<file path="src/sv/dcl_pkg.sv">
// ----------------------------------------------------------------------------
// dcl_pkg
// Shared types and constants of the dial combination lock.
// ----------------------------------------------------------------------------
package dcl_pkg;

  // Number of digits in the unlock code and in the entry buffer.
  localparam int unsigned CodeLength  = 4;
  // Number of code registers reachable through the configuration port.
  localparam int unsigned NumCodeRegs = 4;

  localparam int unsigned DigitW       = 4;
  localparam int unsigned CntW         = $clog2(CodeLength + 1);
  localparam int unsigned DigIdxW      = (CodeLength > 1) ? $clog2(CodeLength) : 1;
  localparam int unsigned CfgIdxW      = 3;
  localparam int unsigned DigitsOutW   = 3;

  localparam logic [DigitW-1:0] DialMax = DigitW'(9);

  // Configuration register indexes.
  localparam logic [CfgIdxW-1:0] RegCodeDigit0 = CfgIdxW'(0);
  localparam logic [CfgIdxW-1:0] RegCodeDigit1 = CfgIdxW'(1);
  localparam logic [CfgIdxW-1:0] RegCodeDigit2 = CfgIdxW'(2);
  localparam logic [CfgIdxW-1:0] RegCodeDigit3 = CfgIdxW'(3);

  typedef logic [DigitW-1:0] digit_t;
  typedef digit_t [CodeLength-1:0] digit_arr_t;

  // Code loaded at reset, first digit at index 0.
  localparam digit_t [NumCodeRegs-1:0] ResetCode = {
    DigitW'(0), DigitW'(1), DigitW'(0), DigitW'(1)
  };

  typedef enum logic {
    DirUp   = 1'b0,
    DirDown = 1'b1
  } dir_e;

  // Architectural state of the lock.
  typedef struct packed {
    logic            locked;
    dir_e            dir;
    logic [CntW-1:0] count;
    digit_t          dial;
  } lock_state_t;

  // Request to store the dial digit into the entry buffer.
  typedef struct packed {
    logic               en;
    logic [DigIdxW-1:0] idx;
    digit_t             digit;
  } store_req_t;

endpackage

</file>
<file path="src/sv/dcl_step.sv">
// ----------------------------------------------------------------------------
// dcl_step
// Next-state logic of the lock for one polled key sample.
// ----------------------------------------------------------------------------
module dcl_step (
  input  dcl_pkg::lock_state_t cur_i,
  input  dcl_pkg::digit_arr_t  entered_i,
  input  dcl_pkg::digit_arr_t  code_i,
  input  logic                 key_up_i,
  input  logic                 key_down_i,
  input  logic                 key_clear_i,
  output dcl_pkg::lock_state_t nxt_o,
  output dcl_pkg::store_req_t  store_o
);

  logic          match;
  logic          step_ok;
  dcl_pkg::dir_e dir;

  // Full compare of the entry buffer with the code.
  always_comb begin
    match = 1'b1;
    for (int j = 0; j < dcl_pkg::CodeLength; j++) begin
      if (entered_i[j] != code_i[j]) begin
        match = 1'b0;
      end
    end
  end

  // Keys have priority in the order up, down, clear.
  always_comb begin
    nxt_o         = cur_i;
    store_o.en    = 1'b0;
    store_o.idx   = cur_i.count[dcl_pkg::DigIdxW-1:0];
    store_o.digit = cur_i.dial;
    step_ok       = 1'b0;
    dir           = key_up_i ? dcl_pkg::DirUp : dcl_pkg::DirDown;

    if (!cur_i.locked) begin
      // Unlocked: only clear has an effect, and it relocks.
      if (key_clear_i) begin
        nxt_o.locked = 1'b1;
      end
    end else if (key_up_i || key_down_i) begin
      step_ok = 1'b1;
      if (cur_i.dir != dir) begin
        if (cur_i.count >= dcl_pkg::CntW'(dcl_pkg::CodeLength)) begin
          // Buffer full: the direction change only checks the code.
          step_ok = 1'b0;
          if (match) begin
            nxt_o.locked = 1'b0;
          end
        end else begin
          nxt_o.dir   = dir;
          store_o.en  = 1'b1;
          nxt_o.count = cur_i.count + dcl_pkg::CntW'(1);
        end
      end
      if (step_ok) begin
        if (dir == dcl_pkg::DirUp) begin
          nxt_o.dial = (cur_i.dial >= dcl_pkg::DialMax) ? '0
                                                        : cur_i.dial + dcl_pkg::DigitW'(1);
        end else begin
          nxt_o.dial = (cur_i.dial == '0) ? dcl_pkg::DialMax
                                          : cur_i.dial - dcl_pkg::DigitW'(1);
        end
      end
    end else if (key_clear_i) begin
      nxt_o.count = '0;
    end
  end

endmodule

</file>
<file path="src/sv/dial_combination_lock.sv">
// ----------------------------------------------------------------------------
// dial_combination_lock
// Four-digit dial combination lock with a registered result channel.
// ----------------------------------------------------------------------------
// Each accepted item is one key poll and produces exactly one result item in the
// next cycle, holding the lock flag, dial digit and stored-digit count after
// that poll. An item can be accepted in every cycle: the whole update is one
// pass of next-state logic between the lock state registers and the result
// register, and the input is ready whenever the result register is empty or
// being emptied in the same cycle. The configuration port is always ready;
// writes to indexes beyond the code registers are ignored.
module dial_combination_lock (
  input  logic                          clk_i,
  input  logic                          rst_ni,
  input  logic                          in_valid_i,
  output logic                          in_ready_o,
  input  logic                          key_up_i,
  input  logic                          key_down_i,
  input  logic                          key_clear_i,
  output logic                          out_valid_o,
  input  logic                          out_ready_i,
  output logic                          is_locked_o,
  output logic [dcl_pkg::DigitW-1:0]    dial_digit_o,
  output logic [dcl_pkg::DigitsOutW-1:0] digits_entered_o,
  input  logic                          cfg_valid_i,
  output logic                          cfg_ready_o,
  input  logic [dcl_pkg::CfgIdxW-1:0]   cfg_index_i,
  input  logic [dcl_pkg::DigitW-1:0]    cfg_data_i
);

  dcl_pkg::lock_state_t state_q, state_d;
  dcl_pkg::store_req_t  store;
  dcl_pkg::digit_arr_t  entered_q;
  dcl_pkg::digit_arr_t  code_q;
  logic                 in_acc;
  logic                 out_valid_q;
  logic                 locked_out_q;
  dcl_pkg::digit_t      dial_out_q;
  logic [dcl_pkg::DigitsOutW-1:0] count_out_q;

  assign in_ready_o  = !out_valid_q || out_ready_i;
  assign in_acc      = in_valid_i && in_ready_o;
  assign cfg_ready_o = 1'b1;

  dcl_step u_step (
    .cur_i       (state_q),
    .entered_i   (entered_q),
    .code_i      (code_q),
    .key_up_i    (key_up_i),
    .key_down_i  (key_down_i),
    .key_clear_i (key_clear_i),
    .nxt_o       (state_d),
    .store_o     (store)
  );

  // Lock state advances once per accepted item.
  always_ff @(posedge clk_i or negedge rst_ni) begin
    if (!rst_ni) begin
      state_q.locked <= 1'b1;
      state_q.dir    <= dcl_pkg::DirUp;
      state_q.count  <= '0;
      state_q.dial   <= '0;
    end else if (in_acc) begin
      state_q <= state_d;
    end
  end

  // Entry buffer holds no reset value; it is read only once full.
  always_ff @(posedge clk_i) begin
    if (in_acc && store.en) begin
      entered_q[store.idx] <= store.digit;
    end
  end

  // Code registers, written through the configuration port.
  always_ff @(posedge clk_i or negedge rst_ni) begin
    if (!rst_ni) begin
      for (int j = 0; j < dcl_pkg::CodeLength; j++) begin
        code_q[j] <= (j < dcl_pkg::NumCodeRegs) ? dcl_pkg::ResetCode[j] : '0;
      end
    end else if (cfg_valid_i
                 && cfg_index_i <= dcl_pkg::RegCodeDigit3
                 && cfg_index_i < dcl_pkg::CfgIdxW'(dcl_pkg::CodeLength)) begin
      code_q[cfg_index_i[dcl_pkg::DigIdxW-1:0]] <= cfg_data_i;
    end
  end

  // Result register valid flag.
  always_ff @(posedge clk_i or negedge rst_ni) begin
    if (!rst_ni) begin
      out_valid_q <= 1'b0;
    end else if (in_acc) begin
      out_valid_q <= 1'b1;
    end else if (out_ready_i) begin
      out_valid_q <= 1'b0;
    end
  end

  // Result payload: the state after the accepted poll.
  always_ff @(posedge clk_i) begin
    if (in_acc) begin
      locked_out_q <= state_d.locked;
      dial_out_q   <= state_d.dial;
      count_out_q  <= dcl_pkg::DigitsOutW'(state_d.count);
    end
  end

  assign out_valid_o      = out_valid_q;
  assign is_locked_o      = locked_out_q;
  assign dial_digit_o     = dial_out_q;
  assign digits_entered_o = count_out_q;

  // The stored-digit count never passes the code length.
  a_count_bound: assert property (@(posedge clk_i) disable iff (!rst_ni)
    state_q.count <= dcl_pkg::CntW'(dcl_pkg::CodeLength))
    else $error("entry count above code length");

  // Unlocking happens only with a full entry buffer.
  a_unlock_full: assert property (@(posedge clk_i) disable iff (!rst_ni)
    (state_q.locked && !state_d.locked && in_acc)
      |-> (state_q.count == dcl_pkg::CntW'(dcl_pkg::CodeLength)))
    else $error("unlock without a full entry buffer");

  // While unlocked the dial and the count do not move.
  a_unlocked_hold: assert property (@(posedge clk_i) disable iff (!rst_ni)
    (!state_q.locked && in_acc)
      |=> ($stable(state_q.dial) && $stable(state_q.count)))
    else $error("dial moved while unlocked");

  // A result is shown in the cycle after each accepted item.
  a_result_follows: assert property (@(posedge clk_i) disable iff (!rst_ni)
    in_acc |=> out_valid_q)
    else $error("accepted item produced no result");

endmodule

</file>
<file path="config.mk">
export PLATFORM = sky130hd
export DESIGN_NAME = dial_combination_lock
export DESIGN_NICKNAME = d
export VERILOG_FILES = /design/src/sv/dcl_pkg.sv /design/src/sv/dcl_step.sv /design/src/sv/dial_combination_lock.sv
export SDC_FILE = /design/constraint.sdc
export NUM_CORES = 1
export LEC_CHECK = 0
export ABC_AREA = 1
export BUFFER_PORTS_ARGS = -buffer_cell sky130_fd_sc_hd__buf_2
export CORE_MARGIN = 2
export CORE_UTILIZATION = 45
export CTS_CLUSTER_DIAMETER = 150
export DETAILED_ROUTE_END_ITERATION = 12
export PLACE_DENSITY = 0.65
export SYNTH_ARGS = -nofsm -noshare
export SYNTH_HDL_FRONTEND = slang
export SYNTH_SLANG_ARGS = --single-unit
</file>
<file path="constraint.sdc">
create_clock -name clk_i -period 1.73 [get_ports clk_i]
set_input_delay 0.519 -clock clk_i [delete_from_list [all_inputs] [get_ports clk_i]]
set_output_delay 0.519 -clock clk_i [all_outputs]
set_load 0.01 [all_outputs]
</file>
==> results_dict.tcl, run 1 <==
set metrics [dict create \
    cts_tree "built" \
    cts_made_buffers 5 \
    die_w_um 78.6 \
    clk_pin_slew_ps 100 \
    io_buffers 24 \
    yosysMostFrequentCell "nand2_1" \
    synth_edf_count 24 \
    setup_violations 0 \
    required_ps 1810 \
    rows 27 \
    status "completed" \
    yosysUniqueCellTypes 26 \
    grt_usage_pct 17.9 \
    ys_seq_area_share_pct 55.0 \
    final_nets 352 \
    n_antenna_cell 0 \
    grt_overflow 0 \
    wl_per_cell_um 12.4 \
    area_growth_pct 17.8 \
    start_kind "flop" \
    wirelength_um 4980 \
    power.leakage_uw 0.00144 \
    dr_total_vias 1901 \
    start_util_pct 46.0 \
    top_level_ports 26 \
    cts_sinks 50 \
    drive_gt1_share_pct 20.6 \
    synthTopCellsByCount "79 x nand2_1, 47 x inv_1, 24 x edfxtp_1, 24 x o21ai_0, 23 x dfrtp_1" \
    crit_chain "inv_1 > ha_2 > a21oi_2 > buf_4 > nor2_4 > nor2_4 > nand3_2 > nand2_1 > inv_1" \
    fin_tns_setup_ps 0 \
    synthesis.area_mm2 0.00250 \
    worstPathMaxFanout 6 \
    dr.pass1.iters 4 \
    max_slew_margin_pct 57.6 \
    clk_latency_ps 310 \
    grt_pass1_wl_um 8560 \
    avgSynthCellArea_um2 8.81 \
    die_area_mm2 0.00617 \
    path_class "flop to flop" \
    tightest_slew_ps 636 \
    clockBufferDepth 2 \
    yosysWarnings 0 \
    dieHeight_um 78.6 \
    drt_iter0_drc 96 \
    critPathSlowestCell "dfrtp_1" \
    fillers 509 \
    core_area_mm2 0.00544 \
    rsz0062_at_grt "false" \
    ys_ff_latch 50 \
    gp_congestion 0.826 \
    synthTopCellsByArea "edfxtp_1 29%, dfrtp_1 23%, nand2_1 12%, inv_1 7.1%, o21ai_0 4.8%" \
    synth.largest_area_cell "edfxtp_1" \
    drv_slew 0 \
    ys.flop_type "edfxtp_1" \
    finalCritPeriodShare_pct 91.8 \
    critPathCaptureType "flop" \
    synth_nets 307 \
    skew_ps 11.3 \
    grt_pass1_vias 1867 \
    cap_violations 0 \
    worst_ep_arrival_time_ps 1670 \
    async_reset_ff_share_pct 52.0 \
    syn_inst 284 \
    vias_per_cell 4.73 \
    ant_nets 0 \
    timing.fmax_mhz 630 \
    peakVddDrop_mv 0.781 \
    drc 0 \
    grt_max_degree 27 \
    crit_path_max_incr_delay_ps 360 \
    hp-class "primary input to async pin" \
    powerDensity_mw_per_mm2 1310 \
    hold_viol 0 \
    cts_max_level 2 \
    setup_ws_ps 142 \
    fin_crit_ps 1590 \
    yosys.area.top_type_share_pct 28.8 \
    antenna_found_initial 0 \
    cts_root_buf "clkbuf_8" \
    place_ws_ps -34.9 \
    dp_hpwl_um 3750 \
]
layout make-up:
type / instances / area (um^2) / area share (%)
flip-flops and latches: 50 / 1380 / 46.7
clock inverters: 3 / 25.0 / 0.850
multi-input cells: 183 / 958 / 32.5
repair buffers: 41 / 248 / 8.41
clock buffers: 5 / 68.8 / 2.34
inverters: 48 / 180 / 6.12
well taps: 72 / 90.1 / 3.06
per-layer routing:
metal	GRT usage, %	up-vias	wire (um)
met3	3.56	5	157
met5	0	-	0
met1	24.2	880	2380
met4	4.91	0	55
met2	29.6	30	2390
li1	-	986	-
critical path: cells and delay by family, from the launching register on:
family	cells	cell delay, ps
buffers and inverters	3	260
AO/OA/AOI/OAI	1	160
adder cells (fa/ha/maj)	1	180
flip-flops	1	360
AND/OR/NAND/NOR	4	390
stage by stage:
stage,total power [uW],hold slack [ps],utilization [%],cells,area (um^2)
after detailed placement,3100,495,51.7,393,2810
after floorplan,2610,223,-,284,2500
after global routing,4150,263,54.2,402,2950
final,3840,216,54.2,402,2950
after global placement,3070,490,51.7,393,2810
after CTS,3810,239,53.5,401,2910
path summary, 6_finish.rpt:
check	startpoint	end	slack (ps)	cells after the start
min	rst_ni	state_q[7]$_DFFE_PN0P_	220	1
min reg2reg	state_q[8]$_DFFE_PN1P_	state_q[8]$_DFFE_PN1P_	510	2
max in group asynchronous	rst_ni	code_q[2]$_DFFE_PN0P_	1090	1
max reg2reg	state_q[4]$_DFFE_PN0P_	dial_digit_o[3]$_DFFE_PP_	140	9
max	state_q[4]$_DFFE_PN0P_	dial_digit_o[3]$_DFFE_PP_	140	9
min in group clk_i	key_up_i	state_q[7]$_DFFE_PN0P_	470	2
registers in the layout, indices dropped and copies added (netlist names):
| register | cells |
|---|---|
| is_locked_o | 1 |
| out_valid_o | 1 |
| dial_digit_o | 4 |
| entered_q | 16 |
| state_q | 9 |
| code_q | 16 |
| digits_entered_o | 3 |
cell usage in the layout, fill, tap and decap left out:
cell type   synthesis  routed
inv_1              47      47
xor2_1              3       3
nand3_1            21      18
nor2_2              2       1
ha_1                8       7
edfxtp_1           24      24
o211ai_1            4       4
ha_2                0       1
nor3_1              1       1
dfstp_2             3       3
o21ai_1             2       1
nand4_1             1       1
nor2_4              2       3
dfrtp_1            23      23
a31oi_1             1       1
nand2_1            79      79
o21ai_0            24      24
a21oi_2             0       1
conb_1              1       1
xnor2_1             4       4
clkinvlp_4          0       1
clkbuf_8            0       5
nand2_4             3       3
inv_2               1       1
o21ai_2             0       1
nand3_2             0       3
nor2_1             22      22
inv_6               0       1
buf_4               1      17
o21a_1              2       2
clkinv_4            0       1
nand2_2             2       2
buf_2               2      24
where the power goes:
part | switching (uW) | total (uW) | internal, uW
Sequential | 183 | 1760 | 1570
Combinational | 825 | 1390 | 561
Clock | 411 | 703 | 292
cell families (layout without fill, tap and decap cells):
| group | Yosys count | after routing | share of synthesized area [%] |
|---|---|---|---|
| other | 1 | 1 | 0.150 |
| xor gates and xnor gates | 7 | 7 | 2.45 |
| and+or+nand+nor | 133 | 133 | 23.1 |
| DFF | 50 | 50 | 55.0 |
| AOI/OAI and AO/OA | 34 | 34 | 7.45 |
| buffers and inverters | 51 | 97 | 7.90 |
| adders and majority gates | 8 | 8 | 4.00 |
repair_timing:
item                                    4_1_cts  5_1_grt
resized for setup                             0        7
endpoints found under the setup margin        0       25
hold endpoints to repair                      0        0
buffers inserted                              0        1
hold buffers                                  0        0
Power figures use the tool's default switching activity.
==> inputs of run 2 (changes only) <==
RECOVER_POWER = 25   (was not set)
==> results_dict.tcl, run 2 (same netlist as run 1, synthesis figures left out) <==
set metrics [dict create \
    powerDensity_mw_per_mm2 1310 \
    area_growth_pct 17.8 \
    final_nets 352 \
    p_clk_share_pct 18.3 \
    setup_ws_ps 142 \
    final_cell_mix "79 x nand2_1, 47 x inv_1, 24 x o21ai_0, 24 x edfxtp_1" \
    power.share.combinational_pct 36.0 \
    grt_usage_pct 17.9 \
    fin_util_pct 54.2 \
    grt_pass1_wl_um 8560 \
    met2_length_um 2390 \
    fin_crit_ps 1590 \
    core_area_mm2 0.00544 \
    max_slew_margin_pct 52.6 \
    dp_hpwl_um 3750 \
    gp_congestion 0.826 \
    drt_iter0_drc 96 \
    path_class "flop to flop" \
    clk_pin_slew_ps 100 \
    multiInputGateArea_um2 958 \
    dr_total_vias 1901 \
    tightest_slew_ps 711 \
    drc 0 \
    rows 27 \
    io_buffers 24 \
    cts_made_buffers 5 \
    finalCritPeriodShare_pct 91.8 \
    wl_per_cell_um 12.4 \
    timing.fmax_mhz 630 \
    start_util_pct 46.0 \
    instances_no_fill 402 \
    worst_ep_arrival_time_ps 1670 \
    clk_latency_ps 310 \
    place_inst 393 \
    wirelength_um 4980 \
    peakVddDrop_mv 0.781 \
    cts_tree "built" \
    ant_nets 0 \
    start_kind "flop" \
    finalPower_uw 3840 \
    cap_violations 0 \
    die_area_mm2 0.00617 \
    cts_sinks 50 \
    required_ps 1810 \
    dieHeight_um 78.6 \
    hold_viol 0 \
    skew_ps 11.3 \
    wl_met1_um 2370 \
    die_w_um 78.6 \
    dr.pass1.iters 4 \
    cts_root_buf "clkbuf_8" \
    setup_violations 0 \
    power.leakage_uw 0.00144 \
    antenna_found_initial 0 \
    register_area_mm2 0.00138 \
    p_switching_uw 1420 \
    top_level_ports 26 \
    rsz0062_at_grt "false" \
    reg_top3 "code_q: 16 flops, entered_q: 16 flops, state_q: 9 flops" \
    status "completed" \
    swShare_pct 36.9 \
    power.share.sequential_pct 45.7 \
    hp-class "primary input to async pin" \
    final_common_cell "nand2_1" \
    clockBufferDepth 2 \
    drv_slew 0 \
    grt_overflow 0 \
    cts_max_level 2 \
    vias_per_cell 4.73 \
    highest_layer "met4" \
    fillers 509 \
    drive_gt1_share_pct 20.6 \
    grt_pass1_vias 1867 \
    place_ws_ps -34.9 \
    n_antenna_cell 0 \
    grt_max_degree 27 \
    critPathCaptureType "flop" \
    worstPathMaxFanout 6 \
    dr_wl_met3_um 157 \
    p_int_uw 2430 \
]
-- run 2: power groups by stage --
stage          Clock [uW]  Sequential (uW)  Combinational [uW]
2_1_floorplan           0             1780                 829
6_report              703             1760                1390
5_1_grt               775             1790                1580
3_3_place_gp            0             1770                1300
4_1_cts               721             1760                1330
3_5_place_dp            0             1780                1330
-- run 2: layer usage --
metal	track usage [%]	vias up
met2	29.6	30
met3	3.56	5
met1	24.2	880
li1	-	986
met4	4.91	0
met5	0	-
-- run 2: per-stage QoR --
step / hold WS, ps / TNS, ps / instance area, um^2
3_3_place_gp: 490 / -9.59 / 2810
2_1_floorplan: 223 / -122 / 2500
4_1_cts: 239 / 0 / 2910
6_report: 239 / 0 / 2950
3_5_place_dp: 495 / -249 / 2810
5_1_grt: 293 / 0 / 2950
-- run 2: final cells by class --
cell class,instances,share of cell area (%)
multi-input cells,183,32.5
flip-flops and latches,50,46.7
clock inverters,3,0.850
inverters,48,6.12
repair buffers,41,8.41
clock buffers,5,2.34
well taps,72,3.06
-- run 2: worst paths after layout --
path | start | end | slack (ps) | cells after the start
worst max register to register | state_q[4]$_DFFE_PN0P_ | dial_digit_o[3]$_DFFE_PP_ | 140 | 9
worst min register to register | state_q[8]$_DFFE_PN1P_ | state_q[8]$_DFFE_PN1P_ | 510 | 2
min in group clk_i | key_up_i | state_q[7]$_DFFE_PN0P_ | 470 | 2
max in group asynchronous | rst_ni | code_q[2]$_DFFE_PN0P_ | 1030 | 1
worst max-delay path | state_q[4]$_DFFE_PN0P_ | dial_digit_o[3]$_DFFE_PP_ | 140 | 9
worst min-delay path | rst_ni | state_q[7]$_DFFE_PN0P_ | 240 | 1
-- run 2: worst max-delay path, cell delays in order, from the launching register on --
cell     delay, ps
dfrtp_1        360
inv_1           60
ha_2           180
a21oi_2        160
buf_4          160
nor2_4          40
nor2_4         180
nand3_2        100
nand2_1         70
inv_1           40
-- run 2: what timing repair did --
item | in CTS | in global routing
hold buffers | 0 | 0
setup endpoints to repair | 0 | 25
resized for setup | 0 | 7
setup buffers | 0 | 1
==> inputs of run 3 (changes only) <==
--- a/config.mk
+++ b/config.mk
@@ -10,6 +10,7 @@
 export CORE_MARGIN = 2
-export CORE_UTILIZATION = 45
+export CORE_UTILIZATION = 40
 export CTS_CLUSTER_DIAMETER = 150
 export DETAILED_ROUTE_END_ITERATION = 12
-export PLACE_DENSITY = 0.65
+export HOLD_SLACK_MARGIN = 0.05
+export PLACE_DENSITY = 0.59
 export RECOVER_POWER = 25
--- a/constraint.sdc
+++ b/constraint.sdc
@@ -3,2 +3,2 @@
 set_output_delay 0.519 -clock clk_i [all_outputs]
-set_load 0.01 [all_outputs]
+set_load 0.05 [all_outputs]
==> results_dict.tcl, run 3 (same netlist as run 1, synthesis figures left out) <==
set metrics [dict create \
    status "completed" \
    drt_iter0_drc 104 \
    place_ws_ps -86.9 \
    dp_hpwl_um 3850 \
    rsz0062_at_grt "true" \
    ant_nets 0 \
    cts_made_buffers 5 \
    die_w_um 83.1 \
    worstPathMaxFanout 7 \
    reg_top3 "code_q: 16 flops, entered_q: 16 flops, state_q: 9 flops" \
    cts_tree "built" \
    reg2reg_from "state_q[6]$_DFFE_PN0P_" \
    tightest_slew_ps 803 \
    holdWs_ps 274 \
    reg2reg_depth 8 \
    core_area_mm2 0.00599 \
    start_kind "flop" \
    final_common_cell "nand2_1" \
    setup_ws_ps 60.0 \
    max_slew_margin_pct 46.4 \
    timing.fmax_mhz 599 \
    start_util_pct 41.8 \
    grt_overflow 0 \
    drive_gt1_share_pct 21.3 \
    setup_violations 0 \
    dr_total_vias 1921 \
    grt_pass1_wl_um 8760 \
    finalCritPeriodShare_pct 96.5 \
    dr.pass1.iters 4 \
    antenna_found_initial 0 \
    hold_viol 0 \
    drv_slew 0 \
    clk_pin_slew_ps 90 \
    cts_max_level 2 \
    clockBufferDepth 2 \
    wl_per_cell_um 12.6 \
    required_ps 1800 \
    final_nets 356 \
    grt_usage_pct 15.9 \
    cts_sinks 50 \
    worst_ep_arrival_time_ps 1740 \
    r2r-end "dial_digit_o[3]$_DFFE_PP_" \
    grt_max_degree 18 \
    cts_root_buf "clkbuf_8" \
    drc 0 \
    vias_per_cell 4.70 \
    die_area_mm2 0.00690 \
    powerDensity_mw_per_mm2 1370 \
    rows 28 \
    peakVddDrop_mv 0.831 \
    n_antenna_cell 0 \
    dieHeight_um 83.1 \
    wirelength_um 5140 \
    io_buffers 24 \
    cap_violations 0 \
    grt_pass1_vias 1847 \
    r2r_slack_ps 60 \
    critPathCaptureType "flop" \
    hp-class "primary input to async pin" \
    fin_crit_ps 1670 \
    final_cell_mix "78 x nand2_1, 47 x inv_1, 24 x edfxtp_1, 23 x o21ai_0, 23 x buf_2" \
    area_growth_pct 19.4 \
    clk_latency_ps 300 \
    skew_ps 6.36 \
    power.leakage_uw 0.00145 \
    postCtsHoldBufs 0 \
    path_class "flop to flop" \
    gp_congestion 0.848 \
    top_level_ports 26 \
]
## run 3: cell count changes in the layout (fill, tap and decap cells not counted), sizes merged
| cell | before | now |
|---|---|---|
| clkbuf | 6 | 10 |
| inv | 49 | 48 |
| clkinv | 1 | 0 |
| buf | 40 | 42 |
## run 3: power by group
part / leakage, uW / internal [uW] / total (uW) / switching [uW]
clock network: 0.0000496 / 374 / 753 / 379
logic: 0.000859 / 589 / 1580 / 991
registers: 0.000542 / 1570 / 1760 / 188
total: 0.00145 / 2540 / 4090 / 1560
## run 3: critical path, stage by stage, from the launching register on
cell and delay (ps):
dfrtp_1 420, ha_1 200, a21oi_2 170, buf_4 150
nor2_2 50, nor2_4 190, nand3_1 120, nand2_1 90
inv_1 40
## run 3: metal layers
| layer | wire (um) | vias to the layer above | track usage (%) |
|---|---|---|---|
| met5 | 0 | - | 0 |
| met1 | 2460 | 882 | 21.5 |
| met2 | 2420 | 42 | 25.7 |
| met3 | 224 | 4 | 3.98 |
| met4 | 41 | 0 | 3.58 |
| li1 | - | 993 | - |
## run 3: through the flow
step                      total power [uW]  cell area, um^2  utilization (%)  cells  setup TNS (ps)
after floorplan                       2770             2510                -    284            -122
after global placement                3260             2840             47.4    398            -446
after detailed placement              3280             2840             47.4    398            -946
after CTS                             4050             2950             49.2    406               0
after global routing                  4390             2990             49.8    409           -52.0
final                                 4090             2990             49.8    409               0
## run 3: layout make-up
cell class                      count  area, um^2
Timing Repair Buffer               45         269
Clock inverter                      1        7.51
Fill cell                         572        3010
Clock buffer                        7        97.6
Tap cell                           75        93.8
Inverter                           48         180
Sequential cell                    50        1380
Multi-Input combinational cell    183         961
## run 3: how the worst max path moves through the flow
stage | startpoint | to | slack (ps) | depth (start not counted)
2_1_floorplan | state_q[4]$_DFFE_PN0P_ | entered_q[0]$_DFFE_PP_ | -8 | 5
3_3_place_gp | key_up_i | entered_q[10]$_DFFE_PP_ | -60 | 8
3_5_place_dp | key_up_i | entered_q[14]$_DFFE_PP_ | -90 | 7
4_1_cts | state_q[6]$_DFFE_PN0P_ | entered_q[4]$_DFFE_PP_ | 10 | 4
5_1_grt | state_q[4]$_DFFE_PN0P_ | dial_digit_o[3]$_DFFE_PP_ | -30 | 9
6_report | state_q[6]$_DFFE_PN0P_ | dial_digit_o[3]$_DFFE_PP_ | 60 | 8
## run 3: timing repair
| item | in CTS | in global routing |
|---|---|---|
| pin swaps | 0 | 3 |
| setup buffers | 0 | 3 |
| gates cloned | 0 | 0 |
| setup endpoints to repair | 4 | 22 |
| resized for setup | 1 | 7 |
